===== src/rtl/wstb_pkg.sv =====
// Shared types and opcode constants for the wrapping software timer bank.
// No dependencies; used by every module of the block.
package wstb_pkg;

    localparam logic [2:0] OP_TICK    = 3'd0;
    localparam logic [2:0] OP_ATTACH  = 3'd1;
    localparam logic [2:0] OP_SET     = 3'd2;
    localparam logic [2:0] OP_RESTART = 3'd3;
    localparam logic [2:0] OP_DETACH  = 3'd4;
    localparam logic [2:0] OP_POLL    = 3'd5;

    typedef enum logic [2:0] {
        K_TICK    = 3'd0,
        K_ATTACH  = 3'd1,
        K_SET     = 3'd2,
        K_RESTART = 3'd3,
        K_DETACH  = 3'd4,
        K_POLL    = 3'd5,
        K_NOP     = 3'd6
    } kind_t;

    typedef struct packed {
        kind_t kind;
        logic  idx_ok;
    } cmd_ctl_t;

endpackage


===== src/rtl/wstb_front.sv =====
// Front end of the timer bank: takes command beats, classifies them and
// holds them in a two-entry queue for the back end. Depends on wstb_pkg.
module wstb_front #(
    parameter int TIMERS    = 8,
    parameter int TIME_BITS = 32,
    parameter int IW        = 3
) (
    input  logic                 clk,
    input  logic                 rst_n,
    input  logic                 start,
    input  logic [2:0]           opcode,
    input  logic [2:0]           timer_index,
    input  logic [31:0]          amount,
    output logic                 busy,
    output logic                 q_valid,
    output wstb_pkg::cmd_ctl_t   q_ctl,
    output logic [IW-1:0]        q_idx,
    output logic [TIME_BITS-1:0] q_amt,
    input  logic                 q_pop
);

    wstb_pkg::cmd_ctl_t   ctl_mem [2];
    logic [IW-1:0]        idx_mem [2];
    logic [TIME_BITS-1:0] amt_mem [2];

    logic       wr_ptr_reg, wr_ptr_next;
    logic       rd_ptr_reg, rd_ptr_next;
    logic [1:0] count_reg, count_next;

    logic                 push;
    logic                 idx_ok;
    logic [IW+2:0]        idx_wide;
    logic [TIME_BITS+31:0] amt_wide;
    wstb_pkg::cmd_ctl_t   ctl_in;

    assign busy    = (count_reg == 2'd2);
    assign q_valid = (count_reg != 2'd0);
    assign push    = start && !busy;

    assign idx_wide = {{IW{1'b0}}, timer_index};
    assign amt_wide = {{TIME_BITS{1'b0}}, amount};
    assign idx_ok   = ({1'b0, idx_wide} < (IW + 4)'(TIMERS));

    always_comb
    begin
        ctl_in.idx_ok = idx_ok;
        ctl_in.kind   = wstb_pkg::K_NOP;
        if (opcode == wstb_pkg::OP_TICK)
        begin
            ctl_in.kind = wstb_pkg::K_TICK;
        end
        else if (idx_ok)
        begin
            case (opcode)
                wstb_pkg::OP_ATTACH:  ctl_in.kind = wstb_pkg::K_ATTACH;
                wstb_pkg::OP_SET:     ctl_in.kind = wstb_pkg::K_SET;
                wstb_pkg::OP_RESTART: ctl_in.kind = wstb_pkg::K_RESTART;
                wstb_pkg::OP_DETACH:  ctl_in.kind = wstb_pkg::K_DETACH;
                wstb_pkg::OP_POLL:    ctl_in.kind = wstb_pkg::K_POLL;
                default:              ctl_in.kind = wstb_pkg::K_NOP;
            endcase
        end
    end

    always_comb
    begin
        wr_ptr_next = push  ? !wr_ptr_reg : wr_ptr_reg;
        rd_ptr_next = q_pop ? !rd_ptr_reg : rd_ptr_reg;
        case ({push, q_pop})
            2'b10:   count_next = count_reg + 2'd1;
            2'b01:   count_next = count_reg - 2'd1;
            default: count_next = count_reg;
        endcase
    end

    always_ff @(posedge clk or negedge rst_n)
    begin
        if (!rst_n)
        begin
            wr_ptr_reg <= 1'b0;
            rd_ptr_reg <= 1'b0;
            count_reg  <= 2'd0;
        end
        else
        begin
            wr_ptr_reg <= wr_ptr_next;
            rd_ptr_reg <= rd_ptr_next;
            count_reg  <= count_next;
        end
    end

    always_ff @(posedge clk)
    begin
        if (push)
        begin
            ctl_mem[wr_ptr_reg] <= ctl_in;
            idx_mem[wr_ptr_reg] <= idx_wide[IW-1:0];
            amt_mem[wr_ptr_reg] <= amt_wide[TIME_BITS-1:0];
        end
    end

    assign q_ctl = ctl_mem[rd_ptr_reg];
    assign q_idx = idx_mem[rd_ptr_reg];
    assign q_amt = amt_mem[rd_ptr_reg];

endmodule


===== src/rtl/wstb_back.sv =====
// Back end of the timer bank: holds the clock and the per-timer state and
// carries out one queued command per cycle. Depends on wstb_pkg.
module wstb_back #(
    parameter int TIMERS    = 8,
    parameter int TIME_BITS = 32,
    parameter int IW        = 3
) (
    input  logic                 clk,
    input  logic                 rst_n,
    input  logic                 q_valid,
    input  wstb_pkg::cmd_ctl_t   q_ctl,
    input  logic [IW-1:0]        q_idx,
    input  logic [TIME_BITS-1:0] q_amt,
    output logic                 q_pop,
    output logic                 done,
    output logic                 fired,
    output logic                 timer_attached,
    output logic [TIME_BITS-1:0] now_value
);

    logic [TIME_BITS-1:0] now_reg, now_next;
    logic                 att_reg [TIMERS];
    logic                 att_next [TIMERS];
    logic                 exp_reg [TIMERS];
    logic                 exp_next [TIMERS];
    logic                 ovf_reg [TIMERS];
    logic                 ovf_next [TIMERS];
    logic [TIME_BITS-1:0] dl_reg [TIMERS];
    logic [TIME_BITS-1:0] dl_next [TIMERS];
    logic [TIME_BITS-1:0] iv_reg [TIMERS];
    logic [TIME_BITS-1:0] iv_next [TIMERS];

    logic done_reg, done_next;
    logic fired_reg, fired_next;
    logic att_out_reg, att_out_next;

    logic                 go;
    logic                 tick_go;
    logic                 wrapped;
    logic [TIME_BITS-1:0] now_sum;
    logic                 att_s;
    logic                 exp_s;
    logic [TIME_BITS-1:0] iv_s;
    logic [TIME_BITS-1:0] iv_use;
    logic [TIME_BITS-1:0] dl_new;
    logic                 ovf_new;
    logic                 do_restart;
    logic                 do_attach;
    logic                 do_detach;
    logic                 do_set;

    assign q_pop = q_valid;
    assign go    = q_valid;

    assign now_sum = now_reg + q_amt;
    assign wrapped = !(now_sum > now_reg);
    assign tick_go = go && (q_ctl.kind == wstb_pkg::K_TICK) && (q_amt != '0);

    assign att_s   = att_reg[q_idx];
    assign exp_s   = exp_reg[q_idx];
    assign iv_s    = iv_reg[q_idx];
    assign iv_use  = (q_ctl.kind == wstb_pkg::K_SET) ? q_amt : iv_s;
    assign dl_new  = now_reg + iv_use;
    assign ovf_new = !(dl_new > now_reg);

    assign do_attach  = go && (q_ctl.kind == wstb_pkg::K_ATTACH);
    assign do_detach  = go && (q_ctl.kind == wstb_pkg::K_DETACH) && att_s;
    assign do_set     = go && (q_ctl.kind == wstb_pkg::K_SET) && att_s;
    assign do_restart = go && att_s &&
                        ((q_ctl.kind == wstb_pkg::K_SET) ||
                         (q_ctl.kind == wstb_pkg::K_RESTART) ||
                         ((q_ctl.kind == wstb_pkg::K_POLL) && exp_s));

    always_comb
    begin
        now_next = tick_go ? now_sum : now_reg;
        for (int i = 0; i < TIMERS; i++)
        begin
            att_next[i] = att_reg[i];
            exp_next[i] = exp_reg[i];
            ovf_next[i] = ovf_reg[i];
            dl_next[i]  = dl_reg[i];
            iv_next[i]  = iv_reg[i];
            if (tick_go && att_reg[i] && !exp_reg[i])
            begin
                if (wrapped && ovf_reg[i])
                begin
                    ovf_next[i] = 1'b0;
                    exp_next[i] = (now_sum >= dl_reg[i]);
                end
                else if (wrapped)
                begin
                    exp_next[i] = 1'b1;
                end
                else if (!ovf_reg[i])
                begin
                    exp_next[i] = (now_sum >= dl_reg[i]);
                end
            end
            if (q_idx == IW'(i))
            begin
                if (do_attach)
                begin
                    att_next[i] = 1'b1;
                    exp_next[i] = 1'b1;
                    ovf_next[i] = 1'b0;
                    dl_next[i]  = '0;
                    iv_next[i]  = '0;
                end
                else if (do_detach)
                begin
                    att_next[i] = 1'b0;
                    exp_next[i] = 1'b0;
                    ovf_next[i] = 1'b0;
                    dl_next[i]  = '0;
                    iv_next[i]  = '0;
                end
                else if (do_restart)
                begin
                    dl_next[i]  = dl_new;
                    exp_next[i] = 1'b0;
                    ovf_next[i] = ovf_new;
                    if (do_set)
                    begin
                        iv_next[i] = q_amt;
                    end
                end
            end
        end
    end

    always_comb
    begin
        done_next  = go;
        fired_next = go && (q_ctl.kind == wstb_pkg::K_POLL) && att_s && exp_s;
        case (q_ctl.kind)
            wstb_pkg::K_ATTACH: att_out_next = q_ctl.idx_ok;
            wstb_pkg::K_DETACH: att_out_next = 1'b0;
            default:            att_out_next = q_ctl.idx_ok && att_s;
        endcase
    end

    always_ff @(posedge clk or negedge rst_n)
    begin
        if (!rst_n)
        begin
            now_reg   <= '0;
            done_reg  <= 1'b0;
            fired_reg <= 1'b0;
            for (int i = 0; i < TIMERS; i++)
            begin
                att_reg[i] <= 1'b0;
                exp_reg[i] <= 1'b0;
                ovf_reg[i] <= 1'b0;
            end
        end
        else
        begin
            now_reg   <= now_next;
            done_reg  <= done_next;
            fired_reg <= fired_next;
            for (int i = 0; i < TIMERS; i++)
            begin
                att_reg[i] <= att_next[i];
                exp_reg[i] <= exp_next[i];
                ovf_reg[i] <= ovf_next[i];
            end
        end
    end

    always_ff @(posedge clk)
    begin
        att_out_reg <= att_out_next;
        for (int i = 0; i < TIMERS; i++)
        begin
            dl_reg[i] <= dl_next[i];
            iv_reg[i] <= iv_next[i];
        end
    end

    assign done           = done_reg;
    assign fired          = fired_reg;
    assign timer_attached = att_out_reg;
    assign now_value      = now_reg;

endmodule


===== src/rtl/wrapping_software_timer_bank.sv =====
// Top level of the wrapping software timer bank: front-end queue plus
// execution back end. Depends on wstb_pkg, wstb_front and wstb_back.
//
//   Channel   Handshake             Beat contents
//   command   start / busy          opcode, timer_index, amount
//   result    done (strobe only)    fired, timer_attached, now_time
//
// One command is carried out per cycle; a taken command is first written into the
// queue, and done and the result are registered as the back end carries it out.
// The back end updates every timer in parallel on a tick.
// The back end pops the two-entry queue every cycle, so it never fills and busy stays low.
// Reset clears the clock and all timer marks at once; no clearing pass follows.
// The receiver cannot stall: each result is shown for one cycle only.
module wrapping_software_timer_bank #(
    parameter int TIMERS    = 8,
    parameter int TIME_BITS = 32
) (
    input  logic        clk,
    input  logic        rst_n,
    input  logic        start,
    output logic        busy,
    input  logic [2:0]  opcode,
    input  logic [2:0]  timer_index,
    input  logic [31:0] amount,
    output logic        done,
    output logic        fired,
    output logic        timer_attached,
    output logic [31:0] now_time
);

    localparam int IW = (TIMERS > 1) ? $clog2(TIMERS) : 1;

    logic                  q_valid;
    logic                  q_pop;
    wstb_pkg::cmd_ctl_t    q_ctl;
    logic [IW-1:0]         q_idx;
    logic [TIME_BITS-1:0]  q_amt;
    logic [TIME_BITS-1:0]  now_value;
    logic [TIME_BITS+31:0] now_wide;

    wstb_front #(
        .TIMERS    (TIMERS),
        .TIME_BITS (TIME_BITS),
        .IW        (IW)
    ) u_front (
        .clk         (clk),
        .rst_n       (rst_n),
        .start       (start),
        .opcode      (opcode),
        .timer_index (timer_index),
        .amount      (amount),
        .busy        (busy),
        .q_valid     (q_valid),
        .q_ctl       (q_ctl),
        .q_idx       (q_idx),
        .q_amt       (q_amt),
        .q_pop       (q_pop)
    );

    wstb_back #(
        .TIMERS    (TIMERS),
        .TIME_BITS (TIME_BITS),
        .IW        (IW)
    ) u_back (
        .clk            (clk),
        .rst_n          (rst_n),
        .q_valid        (q_valid),
        .q_ctl          (q_ctl),
        .q_idx          (q_idx),
        .q_amt          (q_amt),
        .q_pop          (q_pop),
        .done           (done),
        .fired          (fired),
        .timer_attached (timer_attached),
        .now_value      (now_value)
    );

    assign now_wide = {32'd0, now_value};
    assign now_time = now_wide[31:0];

endmodule

===== config.mk =====
export PLATFORM = sky130hd
export DESIGN_NAME = wrapping_software_timer_bank
export DESIGN_NICKNAME = d
export VERILOG_FILES = /design/src/rtl/wstb_pkg.sv /design/src/rtl/wstb_front.sv /design/src/rtl/wstb_back.sv /design/src/rtl/wrapping_software_timer_bank.sv
export SDC_FILE = /design/constraint.sdc
export NUM_CORES = 1
export LEC_CHECK = 0
export BUFFER_PORTS_ARGS = -buffer_cell sky130_fd_sc_hd__buf_2
export CAP_MARGIN = 15
export CORE_MARGIN = 4
export CORE_UTILIZATION = 43
export CTS_BUF_LIST = sky130_fd_sc_hd__clkbuf_4 sky130_fd_sc_hd__clkbuf_8 sky130_fd_sc_hd__clkbuf_16
export CTS_CLUSTER_SIZE = 12
export DETAILED_ROUTE_END_ITERATION = 7
export PLACE_DENSITY_LB_ADDON = 0.25
export SYNTH_ARGS = -nofsm -noshare
export SYNTH_HDL_FRONTEND = slang
export SYNTH_SLANG_ARGS = --single-unit

===== constraint.sdc =====
create_clock -name clk -period 7.3 [get_ports clk]
set_input_delay 0.73 -clock clk [delete_from_list [all_inputs] [get_ports clk]]
set_output_delay 0.73 -clock clk [all_outputs]
set_load 0.05 [all_outputs]

# Word level (Yosys, flattened, before mapping)
# Memories as Yosys holds them, arrays and structs flattened.
# Index checks and enable logic that the tools add are counted.
# word_totals
regBits	63
ramBits	590
in_bits	41
output_inout_bits	36
wordCells	402
n_memories	5
# op_classes
addsub	4
order_cmp	12
eq_ne	44
mux	221
bitwise	1
reduce_logical	84
# mem_list
memory	depth	word_bits	read_ports	rd_clocked_by_memory_dff	wr	line	text
u_back.dl_reg	8	32	8	0	8	wstb_back.sv:28	logic [TIME_BITS-1:0] dl_reg [TIMERS];
u_back.iv_reg	8	32	1	0	1	wstb_back.sv:30	logic [TIME_BITS-1:0] iv_reg [TIMERS];
u_front.amt_mem	2	32	1	0	1	wstb_front.sv:24	logic [TIME_BITS-1:0] amt_mem [2];
u_front.ctl_mem	2	4	1	0	1	wstb_front.sv:22	wstb_pkg::cmd_ctl_t ctl_mem [2];
u_front.idx_mem	2	3	1	0	1	wstb_front.sv:23	logic [IW-1:0] idx_mem [2];
# op_table
cell	n
2-to-1 mux 32 bit	80
greater-or-equal comparator 32 bit	8
OR reduction 32 bit	7
2-to-1 mux 1 bit	127
adder 32 bit	2
greater-than comparator 32 bit	2
!= test 5 bit, second input constant	8
logical AND 1 bit	39
!= test 4 bit, second input constant	8
nonzero test 32 bit	1
2-to-1 mux 3 bit	9
equality test 3 bit, second input constant	8
AND reduction 3 bit	8
equality test 3 x 2 -> 1 bit, second input constant	6
AND reduction 2 bit	8
one-hot mux 3 bit (5 select lines)	1
logical NOT 1 bit	13
equality test 3 x 1 -> 1 bit, second input constant	3
logical NOT 3 bit	3
!= test 1 bit, second input constant	8
binary-select mux 1 bit (select 3 bit)	2
nonzero test 2 bit	3
equality test 2 bit, second input constant	2
greater-or-equal comparator 4 bit, second input constant	1
other kinds (8)	9

# Depth between registers and ports, before layout
# Gate-level depths: netlist of run 1.
# An unclocked memory read counts as a cell.
# logic_depth
ltp_word	19
depth_mapped	29
depth_no_buf	24

# By module
# From an unflattened synthesis of run 1, not the netlist that was laid out.
# unflattened
cells_unflattened	2663
area_unflattened_um2	34668.2
# modules_own_cells
module	n_inst	cells_each	area_each_um2	seq_area_each_um2
wstb_back	1	2523	31662.9	16846.2
wstb_front	1	140	3005.4	2382.3

# Least setup slack after synthesis of run 1
# Ideal clock, no wire load.
# synth_path
path_type	flip-flop to flip-flop
startpoint	reg u_front.rd_ptr_reg
endpoint	reg u_back.exp_reg[5] in the netlist's numbering
setup_ps	82
arrival_time_ps	6062
t_required_ps	7218
setup_slack_ps	1156
path_stages_with_launch	26
n_path_buf	5
synth_period_minus_slack_ps	6144
cell_sequence	dfrtp_1 -> buf_6 -> buf_6 -> buf_2 -> buf_1 -> mux2_2 -> ha_1 -> fa_1 -> a211oi_2 -> nor2_1 -> o31a_1 -> a221o_2 -> a31oi_4 -> o21ai_2 -> a41oi_2 -> xnor2_1 -> ha_1 -> nand4_1 -> nor4_1 -> nand3_1 -> o31ai_1 -> o21ai_0 -> nand2b_1 -> clkbuf_1 -> or3b_2 -> a31oi_1
# synth_rtl
item	line	text
from (decl)	wstb_front.sv:27	logic rd_ptr_reg, rd_ptr_next;
from (signal assigned)	wstb_front.sv:87	rd_ptr_reg <= rd_ptr_next;
to (signal, indexed assignment)	wstb_back.sv:165	exp_reg[i] <= exp_next[i];
to (decl)	wstb_back.sv:24	logic exp_reg [TIMERS];

==> results by group, run 1 <==
Synthesis
  – Number of synthesized flops with an enable pin: 588
  – Register bit total from synthesis: 651
  – Mapped cell area: 0.03465 mm2
  – Mapped Cells: 2726
  – Fraction of registers with async set/reset: 0.09524
  – Post-Synthesis Net Count: 3150
  – Syn. warnings: 0
  – Yosys cell types: 84
  – Post-synthesis sequential area ratio: 0.5550
  – Syn_area_per_cell: 12.71 um2
  – Ys flop type: edfxtp_1

Place
  – Pre-CTS WS: 0.5455 ns
  – Gp weighted congestion: 0.9544
  – Port Buffer Count: 76
  – Detailed Place HPWL: 68.35 mm

Die
  – Die Height: 291.9 um
  – Die footprint: 0.08518 mm2
  – Die Span X: 291.9 um
  – Core area: 0.07939 mm2
  – Top Ports: 77
  – Initial Utilization: 0.4364
  – Cell Rows: 103

STA
  – Slew @ Worst Pin: 1.153 ns
  – Setup violators final: 0
  – Tcrit/Tclk final: 0.9339
  – Skew final: 0.03176 ns
  – Slew Viols, Final: 0
  – Hold Fails Final Rpt: 0
  – Max-slew headroom: 0.2311
  – Max frequency: 146.7 MHz
  – Final worst path period need: 6.818 ns
  – RSZ-0062 raised after global routing: no
  – Total Negative Setup Slacks: 0 ns
  – PnR worst setup slack: 0.4823 ns

Global route
  – First-pass GRT wire length: 142.9 mm
  – Global route total overflow: 0
  – Vias in the first global route: 23390
  – Maximum number of pins on one net before global-route repair: 61
  – Tot GR Track Use: 0.2196
  – Initial antenna violation count: 2

Worst setup path
  – Max incr delay on CP: 0.81 ns
  – CP bufs+invs: 1
  – CP Capture Type: flip-flop
  – Worst EP arrival: 7.27 ns
  – Critical path, cell by cell: mux2_4 -> mux4_2 -> nand2_1 -> a31oi_1 -> ha_1 -> inv_1 -> fa_1 -> nand2b_1 -> a211o_1 -> a211oi_1 -> o31ai_1 -> o21ai_1 -> a21o_1 -> a21oi_1 -> xnor2_1 -> ha_1 -> a21o_1 -> a21o_1 -> a21oi_1 -> or4_1 -> a31oi_1 -> a211o_1 -> a31o_2 -> a22oi_1
  – Slowest-stage cell, CP: mux2_4
  – Most used cell, CP: a21o_1
  – Critical path peak fanout: 39
  – CP Data Required Time: 7.75 ns
  – Crit-path leading delay family: compound AO/OA/AOI/OAI gates
  – Crit path launch type: flip-flop
  – Setup CP Type: reg2reg

Clock network
  – Post-CTS setup buffer count: 0
  – Clk_lat worst skew: 0.62 ns
  – CTS tree: done
  – Worst-case clock buffer depth: 3
  – Num CTS Buffers: 73
  – Root buf cell: clkbuf_16
  – CTS H-Tree Depth: 3
  – CTS sink cnt: 651
  – Post-CTS Resized: 0
  – Clk slew on worst S/H paths: 0.06 ns

Flow run
  – Max_cap viols: 0

Detailed routing
  – Routed Antenna Nets: 0
  – Avg Vias per Cell: 5.741
  – Number of iterations in the first detailed-routing pass: 6
  – WL final: 94.98 mm
  – Vias: 22960
  – Initial DRC Count: 1863
  – Wire per inst: 23.75 um
  – Remaining DRCs: 0

Layout
  – Area delta synth->final: 13.32%
  – Layout cells sized above 1: 0.1442
  – Commonest non-fill, non-tap cell in the layout: edfxtp_1
  – Final Util: 0.4945
  – Filler cells: 6883
  – Most frequent cells in the layout: edfxtp_1 (588), ha_1 (381), inv_1 (306)
  – Final #Nets: 3314

Outcome
  – Outcome: complete, no violations

Min path
  – Hold WC Path Type: in2reg
## metrics by stage
step / area [um2] / hold WS, ns / instances
global route: 39260 / 0.2937 / 3998
CTS: 39260 / 0.2692 / 3998
floorplan: 34650 / 0.4344 / 2726
detailed placement: 36790 / 0.5265 / 3864
global placement: 36790 / 0.4834 / 3864
finish: 39260 / 0.3027 / 3999
## what timing repair did
item                                    CTS  global route
endpoints found under the setup margin    0             0
hold endpoints to repair                  7             0
hold buffers                              1             0
## path summary, 6_finish.rpt
| kind | startpoint | endpoint | slack (ns) | cells past startpoint |
|---|---|---|---|---|
| hold / removal | amount[29] | u_front.amt_mem[1][29] | 0.30 | 1 |
| min in group asynchronous | rst_n | u_back.now_value[4] | 0.49 | 2 |
| setup / recovery | u_front.rd_ptr_reg | u_back.ovf_reg[1] | 0.48 | 24 |
| setup reg to reg | u_front.rd_ptr_reg | u_back.ovf_reg[1] | 0.48 | 24 |
| hold reg to reg | u_front.count_reg[1] | u_front.count_reg[1] | 0.52 | 1 |
| max in group asynchronous | rst_n | u_front.rd_ptr_reg | 5.68 | 3 |
## worst register-to-register path, stage by stage, from the launching register on
cell and delay (ns):
dfrtp_2 0.73, mux2_4 0.82, mux4_2 0.39, nand2_1 0.05
a31oi_1 0.25, ha_1 0.25, inv_1 0.07, fa_1 0.41
nand2b_1 0.22, a211o_1 0.32, a211oi_1 0.54, o31ai_1 0.25
o21ai_1 0.24, a21o_1 0.15, a21oi_1 0.07, xnor2_1 0.27
ha_1 0.21, a21o_1 0.12, a21o_1 0.10, a21oi_1 0.05
or4_1 0.40, a31oi_1 0.18, a211o_1 0.13, a31o_2 0.30
a22oi_1 0.13
## layer usage
metal	vias up	GRT usage	wire length, um
met3	154	0.02510	4656
met2	682	0.3762	46720
li1	10580	-	-
met1	11540	0.2902	40230
met4	0	0.07934	3368
met5	-	0	0
## synthesized netlist by cell type, types with 34 or more instances
cell type  count  share of area
a211oi_1      35         0.0076
a21o_1        94          0.020
a21oi_1      129          0.019
a31oi_1       49         0.0088
and2_1        62          0.011
clkbuf_1      34         0.0037
dfrtp_1       62          0.045
edfxtp_1     588           0.51
ha_1         381           0.14
inv_1        306          0.033
mux2_2        44          0.014
mux4_2        64          0.042
nand2_1      178          0.019
nand4_1       53         0.0096
nor2_1       119          0.013
o21ai_0      118          0.017
xnor2_1       47          0.012
## final cells by class
class	count	area (um2)	share of cell area
clock buffers	103	2161	0.05504
inverters	306	1149	0.02926
diodes	1	2.502	0.00006374
repair buffers	148	935.9	0.02384
multi-input cells	1710	14180	0.3611
clock inverters	30	292.8	0.007457
flip-flops and latches	651	19230	0.4898
well taps	1050	1314	0.03346
## cells by family after synthesis
| family | synth area share |
|---|---|
| fa+ha+maj | 0.1396 |
| buf+inv | 0.04077 |
| xor+xnor | 0.01668 |
| mux | 0.05832 |
| compound gates | 0.1083 |
| simple gates | 0.08133 |
| flops | 0.5550 |
Power of run 1 is left out: the tool's default activity adds up to more than one toggle a clock period on the data nets, which glitch-free logic cannot reach.
==> run 2, diff against run 1 <==
--- a/config.mk
+++ b/config.mk
@@ -5,7 +5,7 @@
 export SDC_FILE = /design/constraint.sdc
 export NUM_CORES = 1
 export LEC_CHECK = 0
-export BUFFER_PORTS_ARGS = -buffer_cell sky130_fd_sc_hd__buf_2
+export BUFFER_PORTS_ARGS = -buffer_cell sky130_fd_sc_hd__clkbuf_2
 export CAP_MARGIN = 15
 export CORE_MARGIN = 4
 export CORE_UTILIZATION = 43
@@ -13,6 +13,8 @@
 export CTS_CLUSTER_SIZE = 12
 export DETAILED_ROUTE_END_ITERATION = 7
 export PLACE_DENSITY_LB_ADDON = 0.25
+export REMOVE_ABC_BUFFERS = 1
+export SLEW_MARGIN = 5
 export SYNTH_ARGS = -nofsm -noshare
 export SYNTH_HDL_FRONTEND = slang
 export SYNTH_SLANG_ARGS = --single-unit
==> results by group, run 2 (synthesis gave the netlist of run 1 again) <==
Outcome
  – Outcome: complete, no violations

Clock network
  – Worst-case clock buffer depth: 3
  – Post-CTS Resized: 0
  – CTS sink cnt: 651
  – CTS tree: done
  – Root buf cell: clkbuf_16
  – CTS H-Tree Depth: 3
  – Clk slew on worst S/H paths: 0.06 ns
  – Clk_lat worst skew: 0.61 ns
  – Num CTS Buffers: 73

Place
  – Gp weighted congestion: 0.9142
  – Pre-CTS WS: 0.7412 ns
  – Detailed Place HPWL: 67.53 mm
  – Placed insts: 3859
  – Port Buffer Count: 76
  – Placement Cell Area: 0.03677 mm2

Die
  – Top Ports: 77
  – Core area: 0.07939 mm2
  – Cell Rows: 103
  – Die Height: 291.9 um
  – Die Span X: 291.9 um
  – Initial Utilization: 0.4364
  – Die footprint: 0.08518 mm2

Worst setup path
  – Setup CP Type: reg2reg
  – Slowest-stage cell, CP: nor2_1
  – CP Data Required Time: 7.82 ns
  – CP bufs+invs: 1
  – Critical path, cell by cell: mux2_2 -> ha_1 -> fa_1 -> a211oi_2 -> nor2_1 -> o31a_1 -> a221o_2 -> a31oi_4 -> o21ai_2 -> nor2_1 -> ha_1 -> nand4_1 -> nor4_1 -> nand3_1 -> o31ai_1 -> o21ai_0 -> buf_4 -> nand2b_1 -> or3b_2 -> a31oi_1
  – Crit-path leading delay family: simple AND/OR/NAND/NOR gates
  – Crit path launch type: flip-flop
  – Critical path peak fanout: 17
  – Worst flop-to-flop path endpoint: u_back.exp_reg[2]
  – Reg2reg path depth: 20
  – Reg2reg start: u_front.rd_ptr_reg
  – Worst EP arrival: 7.20 ns
  – Max incr delay on CP: 0.84 ns
  – CP Capture Type: flip-flop
  – Flop-to-flop setup slack: 0.61 ns

Global route
  – Vias in the first global route: 23550
  – Tot GR Track Use: 0.2167
  – Initial antenna violation count: 0
  – First-pass GRT wire length: 141.9 mm
  – Maximum number of pins on one net before global-route repair: 57
  – Global route total overflow: 0

Layout
  – Most frequent cells in the layout: edfxtp_1 (588), ha_1 (381), inv_1 (306)
  – Post-Layout Cell Count: 3990
  – Diodes inserted: 0
  – Area delta synth->final: 13.15%
  – Layout cells sized above 1: 0.1429
  – Filler cells: 6902
  – Final #Nets: 3311
  – Commonest non-fill, non-tap cell in the layout: edfxtp_1
  – Final instance area: 0.03920 mm2

STA
  – Slew Viols, Final: 0
  – Hold Fails Final Rpt: 0
  – Final worst path period need: 6.688 ns
  – RSZ-0062 raised after global routing: no
  – PnR worst setup slack: 0.6119 ns
  – Slew @ Worst Pin: 1.150 ns
  – Tcrit/Tclk final: 0.9162
  – Skew final: 0.02849 ns
  – Max frequency: 149.5 MHz
  – Max-slew headroom: 0.2315
  – Setup violators final: 0

Detailed routing
  – Vias: 22880
  – Initial DRC Count: 1710
  – Remaining DRCs: 0
  – Routed Antenna Nets: 0
  – WL final: 93.28 mm
  – Wire per inst: 23.38 um
  – Number of iterations in the first detailed-routing pass: 5
  – Avg Vias per Cell: 5.734

Min path
  – Worst Hold Endpoint: u_front.amt_mem[0][28]
  – Hold path start: amount[28]
  – Hold WC Path Type: in2reg
  – Hold path cells: 1

Flow run
  – Max_cap viols: 0
run 2: cell count changes in the layout (fill, tap and decap cells not counted), moves of 3 or more:
cell,delta
clkbuf_8,-3
buf_4,-4
clkbuf_2,+75
clkbuf_4,+3
buf_2,-76
run 2: timing repair:
action                                 CTS  global route
hold buffers                             1             0
buffers inserted                         0             0
endpoints found under the hold margin    6             0
run 2: stage by stage:
stage          TNS, ns  utilization  hold WS (ns)
2_1_floorplan   -4.775            -        0.4344
3_3_place_gp         0       0.4631        0.4817
3_5_place_dp         0       0.4631        0.5090
4_1_cts              0       0.4933        0.2860
5_1_grt              0       0.4938        0.2983
6_report             0       0.4938        0.3201
run 2: worst max path at each step:
stage / start / endpoint / slack (ns) / depth (start not counted)
2_1_floorplan: u_front.rd_ptr_reg / u_back.ovf_reg[3] / -0.60 / 22
3_3_place_gp: u_front.rd_ptr_reg / u_back.exp_reg[5] / 0.75 / 20
3_5_place_dp: u_front.rd_ptr_reg / u_back.exp_reg[5] / 0.74 / 20
4_1_cts: u_front.rd_ptr_reg / u_back.exp_reg[2] / 0.69 / 20
5_1_grt: u_front.rd_ptr_reg / u_back.ovf_reg[1] / 0.28 / 24
6_report: u_front.rd_ptr_reg / u_back.exp_reg[2] / 0.61 / 20
run 2: layout make-up:
cell class	instances	area [um2]	share of cell area
flip-flops and latches	651	19230	0.4905
multi-input cells	1710	14180	0.3618
clock buffers	103	2142	0.05464
well taps	1050	1314	0.03351
inverters	306	1149	0.02930
repair buffers	145	943.4	0.02406
clock inverters	25	241.5	0.006160
run 2: per-layer routing:
layer / share of wire / wire length, um / GRT usage / vias to the layer above
met5: 0 / 0 / 0 / -
met4: 0.032 / 2996 / 0.07602 / 0
met2: 0.48 / 45110 / 0.3635 / 721
met1: 0.43 / 40280 / 0.2933 / 11440
li1: - / - / - / 10570
met3: 0.052 / 4895 / 0.02609 / 152
Power of run 2 is left out for the same reason.
